[src/design/tsf_pkg.sv]
// Shared constants and payload types for the triangle strip flattener.
package tsf_pkg;

  localparam int FIELD_WIDTH = 32;
  localparam int INDEX_WIDTH = 32;
  localparam logic [FIELD_WIDTH-1:0] RESTART_RESET = 32'hffff_ffff;

  typedef struct packed {
    logic [FIELD_WIDTH-1:0] vertex_index;
    logic                   last;
  } tsf_in_t;

  typedef struct packed {
    logic [FIELD_WIDTH-1:0] corner_a;
    logic [FIELD_WIDTH-1:0] corner_b;
    logic [FIELD_WIDTH-1:0] corner_c;
  } tsf_out_t;

  typedef struct packed {
    logic     valid;
    tsf_out_t corners;
  } tsf_result_t;

endpackage

[src/design/triangle_strip_flattener.sv]
// Triangle strip flattener: top level joining strip assembly and result register.
// Triangles are built combinationally, then registered in the output or skid stage.
// Throughput: one index per cycle unless in_stall; strip state updates on each take.
// Main and skid registers let input run while output stalls, until the skid is full.
// Reset: synchronous, clears strip state, output valids; restart value to all ones.
module triangle_strip_flattener (
  input  logic                            clk,
  input  logic                            rst,
  input  logic                            in_valid,
  output logic                            in_stall,
  input  tsf_pkg::tsf_in_t                in_data,
  output logic                            out_valid,
  input  logic                            out_stall,
  output tsf_pkg::tsf_out_t               out_data,
  input  logic                            cfg_wr_en,
  input  logic [tsf_pkg::FIELD_WIDTH-1:0] cfg_wr_data
);
  import tsf_pkg::*;

  tsf_result_t result;
  logic        full;
  logic        take;

  assign in_stall = full;
  assign take     = in_valid & ~full;

  tsf_assemble u_assemble (
    .clk         (clk),
    .rst         (rst),
    .take        (take),
    .in_data     (in_data),
    .cfg_wr_en   (cfg_wr_en),
    .cfg_wr_data (cfg_wr_data),
    .result      (result)
  );

  tsf_out_reg u_out_reg (
    .clk       (clk),
    .rst       (rst),
    .push      (result),
    .full      (full),
    .out_valid (out_valid),
    .out_stall (out_stall),
    .out_data  (out_data)
  );

endmodule

[src/design/tsf_assemble.sv]
// Strip state, restart register and triangle assembly for one index per cycle on take.
module tsf_assemble (
  input  logic                            clk,
  input  logic                            rst,
  input  logic                            take,
  input  tsf_pkg::tsf_in_t                in_data,
  input  logic                            cfg_wr_en,
  input  logic [tsf_pkg::FIELD_WIDTH-1:0] cfg_wr_data,
  output tsf_pkg::tsf_result_t            result
);
  import tsf_pkg::*;

  logic [FIELD_WIDTH-1:0] restart_value;
  logic [INDEX_WIDTH-1:0] older_index, older_index_next;
  logic [INDEX_WIDTH-1:0] newer_index, newer_index_next;
  logic [1:0]             strip_fill, strip_fill_next;
  logic                   odd_face, odd_face_next;

  logic [INDEX_WIDTH-1:0] v;
  logic [INDEX_WIDTH-1:0] cut;

  assign v   = in_data.vertex_index[INDEX_WIDTH-1:0];
  assign cut = restart_value[INDEX_WIDTH-1:0];

  always_comb begin
    older_index_next = older_index;
    newer_index_next = newer_index;
    strip_fill_next  = strip_fill;
    odd_face_next    = odd_face;
    result.valid            = 1'b0;
    result.corners.corner_a = FIELD_WIDTH'(older_index);
    result.corners.corner_b = odd_face ? FIELD_WIDTH'(v) : FIELD_WIDTH'(newer_index);
    result.corners.corner_c = odd_face ? FIELD_WIDTH'(newer_index) : FIELD_WIDTH'(v);
    if (v == cut) begin
      strip_fill_next = 2'd0;
      odd_face_next   = 1'b0;
    end else if (strip_fill < 2'd2) begin
      older_index_next = newer_index;
      newer_index_next = v;
      strip_fill_next  = strip_fill + 2'd1;
    end else begin
      result.valid     = take;
      odd_face_next    = ~odd_face;
      older_index_next = newer_index;
      newer_index_next = v;
    end
    if (in_data.last) begin
      older_index_next = '0;
      newer_index_next = '0;
      strip_fill_next  = 2'd0;
      odd_face_next    = 1'b0;
    end
  end

  always_ff @(posedge clk) begin
    if (rst) begin
      restart_value <= RESTART_RESET;
      older_index   <= '0;
      newer_index   <= '0;
      strip_fill    <= 2'd0;
      odd_face      <= 1'b0;
    end else begin
      if (cfg_wr_en) begin
        restart_value <= cfg_wr_data;
      end
      if (take) begin
        older_index <= older_index_next;
        newer_index <= newer_index_next;
        strip_fill  <= strip_fill_next;
        odd_face    <= odd_face_next;
      end
    end
  end

endmodule

[src/design/tsf_out_reg.sv]
// Result register with a skid stage between assembly and the output channel.
module tsf_out_reg (
  input  logic                 clk,
  input  logic                 rst,
  input  tsf_pkg::tsf_result_t push,
  output logic                 full,
  output logic                 out_valid,
  input  logic                 out_stall,
  output tsf_pkg::tsf_out_t    out_data
);
  import tsf_pkg::*;

  logic     main_valid;
  logic     skid_valid;
  tsf_out_t main_data;
  tsf_out_t skid_data;
  logic     pop;

  assign pop       = main_valid & ~out_stall;
  assign full      = skid_valid;
  assign out_valid = main_valid;
  assign out_data  = main_data;

  always_ff @(posedge clk) begin
    if (rst) begin
      main_valid <= 1'b0;
      skid_valid <= 1'b0;
    end else if (skid_valid) begin
      if (pop) begin
        skid_valid <= 1'b0;
      end
    end else if (push.valid) begin
      if (!main_valid || pop) begin
        main_valid <= 1'b1;
      end else begin
        skid_valid <= 1'b1;
      end
    end else if (pop) begin
      main_valid <= 1'b0;
    end
  end

  always_ff @(posedge clk) begin
    if (skid_valid) begin
      if (pop) begin
        main_data <= skid_data;
      end
    end else if (push.valid) begin
      if (!main_valid || pop) begin
        main_data <= push.corners;
      end else begin
        skid_data <= push.corners;
      end
    end
  end

endmodule

[config.mk]
export PLATFORM = sky130hd
export DESIGN_NAME = triangle_strip_flattener
export DESIGN_NICKNAME = d
export VERILOG_FILES = /design/src/design/tsf_pkg.sv /design/src/design/triangle_strip_flattener.sv /design/src/design/tsf_assemble.sv /design/src/design/tsf_out_reg.sv
export SDC_FILE = /design/constraint.sdc
export NUM_CORES = 1
export LEC_CHECK = 0
export BUFFER_PORTS_ARGS = -buffer_cell sky130_fd_sc_hd__buf_2
export CAP_MARGIN = 10
export CORE_ASPECT_RATIO = 1.4
export CORE_MARGIN = 2
export CORE_UTILIZATION = 40
export CTS_BUF_LIST = sky130_fd_sc_hd__clkbuf_2 sky130_fd_sc_hd__clkbuf_4 sky130_fd_sc_hd__clkbuf_8
export CTS_CLUSTER_DIAMETER = 120
export DETAILED_ROUTE_END_ITERATION = 10
export PLACE_DENSITY = 0.59
export REMOVE_ABC_BUFFERS = 1
export SYNTH_ARGS = -nofsm -noshare
export SYNTH_HDL_FRONTEND = slang
export SYNTH_HIERARCHICAL = 1
export SYNTH_SLANG_ARGS = --single-unit
export TNS_END_PERCENT = 100
[constraint.sdc]
create_clock -name clk -period 6.12 [get_ports clk]
set_input_delay 0.306 -clock clk [delete_from_list [all_inputs] [get_ports clk]]
set_output_delay 0.306 -clock clk [all_outputs]
set_load 0.01 [all_outputs]
==> results.json <==
{
  "finalCritPeriodShare": 0.563,
  "post-dp-hpwl_um": 18100,
  "grt_max_degree": 107,
  "cts_sinks": 293,
  "synthSimpleGateAreaFrac": 0.120,
  "wl_per_cell_um": 19.0,
  "p_int_w": 0.00323,
  "antenna_left": 0,
  "cp_slowest_cell": "a21boi_4",
  "top_level_ports": 168,
  "r2r_cells": 7,
  "root_buffer": "clkbuf_8",
  "hold_viol_final": 0,
  "yosysSeqAreaShare": 0.570,
  "cts_buffers": 46,
  "clkLatencyLatePin_ns": 0.57,
  "grt_overflow": 0,
  "fmax_mhz": 290,
  "endpoint_kind": "flip-flop",
  "synthToLayoutAreaGrowth_pct": 16.5,
  "finClkSkew_ns": 0.0208,
  "drt_pre_antenna_iters": 5,
  "routed_wirelength_um": 31600,
  "slowest_delay_ns": 0.83,
  "powerDensity_nw_per_um2": 261,
  "final_area_um2": 15900,
  "min-delay-start": "out_stall",
  "p_clk_frac": 0.416,
  "arrival_ns": 3.64,
  "worstPathCellList": "nor2b_4, buf_4, nand2_1, a21oi_1, nand2b_4, a21boi_4, buf_4",
  "slew_headroom": 0.299,
  "ys_types": 36,
  "core_region_area_um2": 33800,
  "yosys.area_share.xor_xnor": 0.0205,
  "async_flop_share": 0,
  "cts_buffer_depth": 3,
  "die_h_um": 223,
  "crit_buf_inv": 2,
  "place.gp.congestion": 0.742,
  "cts_resized": 0,
  "num-nets-final": 1242,
  "whs_endpoint": "u_out_reg/out_valid",
  "synth_fa_ha_area_frac": 0,
  "crit_top_cell": "buf_4",
  "syn_avg_cell_area_um2": 13.7,
  "antenna_found_initial": 0,
  "seq_power_share": 0.519,
  "rrSetupSlack_ns": 2.68,
  "timing.rr.start": "u_out_reg/full",
  "yosys_most_used_dff": "edfxtp_1",
  "vdd_drop_max_uv": 235,
  "drive_gt1_frac": 0.381,
  "cp.required_ns": 6.31,
  "fill_cells": 3115,
  "critPathLaunchType": "flip-flop",
  "io_buffers": 167,
  "synth_edf_count": 192,
  "status": "finished clean",
  "syn_area_um2": 13700,
  "met3_usage": 0.0308,
  "drtIter0Drc": 565,
  "synth_top_family_by_area": "multiplexers",
  "fin_tns_setup_ns": 0,
  "rows": 80,
  "synth_mux_area_frac": 0.158,
  "dieArea_um2": 35700,
  "vias": 8761,
  "placed_area_um2": 14600,
  "top_usage_layer": "met2",
  "htreeDepth": 2,
  "cap_violations": 0,
  "drc": 0,
  "crit_family": "buffers and inverters",
  "start_util": 0.404,
  "groute.usage.overall": 0.173,
  "die_x_um": 160,
  "synth_compound_area_frac": 0.0904,
  "critPathKind": "reg -> reg",
  "via_per_inst": 5.28,
  "final-max-slew-violation-count": 0,
  "min_path_type": "in -> reg",
  "p_leak_nw": 5.73,
  "worst_pin_slew_ns": 1.05,
  "synth_seq_cells": 293,
  "whs_path_depth": 3,
  "cp_max_fo": 71,
  "antenna_cells": 0,
  "syn_inst": 1000,
  "swShare": 0.223,
  "grt_pass1_wl_um": 49100,
  "clk_pin_slew_worst_paths_ns": 0.06,
  "grt_pass1_vias": 8787,
  "rsz0062_at_grt": "no",
  "cts_tree": "built",
  "grtUsageMet1": 0.214,
  "switchingPower_w": 0.000928,
  "combPwrFrac": 0.065,
  "setup_viol": 0,
  "yosysWarnings": 6,
  "period_needed_ns": 3.44,
  "grtUsageMet2": 0.306,
  "r2r-end": "u_out_reg/out_data[74]"
}
==> power by group through the flow <==
stage | Sequential [W] | Clock, W | Combinational, W
global route | 0.00216 | 0.00186 | 0.000296
floorplan | 0.00220 | 0 | 0.000149
global placement | 0.00220 | 0 | 0.000253
finish | 0.00216 | 0.00173 | 0.000271
detailed placement | 0.00220 | 0 | 0.000258
CTS | 0.00216 | 0.00178 | 0.000275
==> worst reg2reg max path, delay by kind of cell (launching register included) <==
family	cells	cell delay, ns
AO/OA/AOI/OAI	2	1.11
buffers and inverters	2	1.18
flip-flops	1	0.35
AND/OR/NAND/NOR	3	0.38
==> cell families (layout without fill, tap and decap cells) <==
logic type	Yosys count	after routing
XOR/XNOR	32	32
AND/OR/NAND/NOR	254	254
multiplexers	160	160
flip-flops	293	293
AO/OA/AOI/OAI	172	172
buffers and inverters	89	298
==> through the flow <==
| stage | power, W | worst slack, ns | utilization | std cells | hold WS (ns) |
|---|---|---|---|---|---|
| floorplan | 0.00235 | -2.24 | - | 912 | 0.375 |
| global route | 0.00432 | 2.38 | 0.471 | 1660 | 0.0935 |
| global placement | 0.00245 | 2.64 | 0.433 | 1543 | 0.466 |
| CTS | 0.00422 | 2.62 | 0.471 | 1660 | 0.0613 |
| detailed placement | 0.00246 | 2.52 | 0.433 | 1543 | 0.473 |
| finish | 0.00416 | 2.68 | 0.471 | 1660 | 0.105 |
==> Yosys cell counts, types with 33 or more instances <==
| cell type | instances | area share |
|---|---|---|
| nor2_1 | 34 | 0.0093 |
| mux2_4 | 96 | 0.11 |
| dfxtp_1 | 101 | 0.15 |
| nand2_1 | 37 | 0.010 |
| nor2b_1 | 34 | 0.016 |
| o221ai_1 | 33 | 0.021 |
| o21ai_0 | 41 | 0.015 |
| edfxtp_1 | 192 | 0.42 |
| clkbuf_1 | 52 | 0.014 |
| nand2b_1 | 35 | 0.016 |
| mux2_2 | 64 | 0.053 |
==> flip-flops by register name (all words and copies together) (netlist names) <==
signal,cells
u_assemble/cut,32
u_assemble/newer_index,32
u_assemble/odd_face,1
u_assemble/older_index,32
u_assemble/strip_fill,2
u_out_reg/full,1
u_out_reg/out_data,96
u_out_reg/out_valid,1
u_out_reg/skid_data,96
==> how the worst max path moves through the flow <==
| stage | from | endpoint | depth (start not counted) |
|---|---|---|---|
| floorplan | u_out_reg/full | u_out_reg/skid_data[0] | 5 |
| global placement | in_valid | u_out_reg/out_data[10] | 8 |
| detailed placement | in_valid | u_out_reg/out_data[10] | 8 |
| CTS | u_out_reg/full | u_out_reg/out_data[10] | 7 |
| global route | u_out_reg/full | u_out_reg/out_data[57] | 7 |
| finish | u_out_reg/full | u_out_reg/out_data[74] | 7 |
==> cell type report <==
cell class	count	area [um2]	area share
tap	451	564	0.0354
clock buffer	65	795	0.0499
inverter	1	3.75	0.000236
timing repair buffer	212	1260	0.0789
clock inverter	20	160	0.0101
sequential	293	7790	0.490
multi-input combinational	618	5350	0.336
==> routing by layer <==
metal | vias to the layer above | part of all wire
met5 | - | 0
met4 | 0 | 0.026
met3 | 51 | 0.046
met2 | 228 | 0.51
met1 | 4348 | 0.42
li1 | 4134 | -
==> layout by cell type (no fill, tap or decap), types with 26 or more instances in the layout <==
| cell type | n |
|---|---|
| mux2_2 | 64 |
| or3b_2 | 32 |
| nand2_1 | 37 |
| nor3b_1 | 32 |
| dlygate4sd3_1 | 32 |
| clkbuf_8 | 49 |
| o311ai_1 | 32 |
| nor2_1 | 33 |
| a211o_1 | 32 |
| dfxtp_1 | 99 |
| nand2b_1 | 34 |
| nand3b_1 | 32 |
| mux2_4 | 96 |
| nor2b_1 | 34 |
| xor2_1 | 32 |
| buf_2 | 166 |
| edfxtp_1 | 192 |
| o221ai_1 | 33 |
| o21ai_1 | 26 |
| o21ai_0 | 41 |
==> what timing repair did <==
| item | in CTS | in global routing |
|---|---|---|
| endpoints found under the hold margin | 32 | 0 |
| hold buffers | 32 | 0 |
| endpoints found under the setup margin | 0 | 0 |
| buffers inserted | 0 | 0 |
Power figures use the tool's default switching activity.
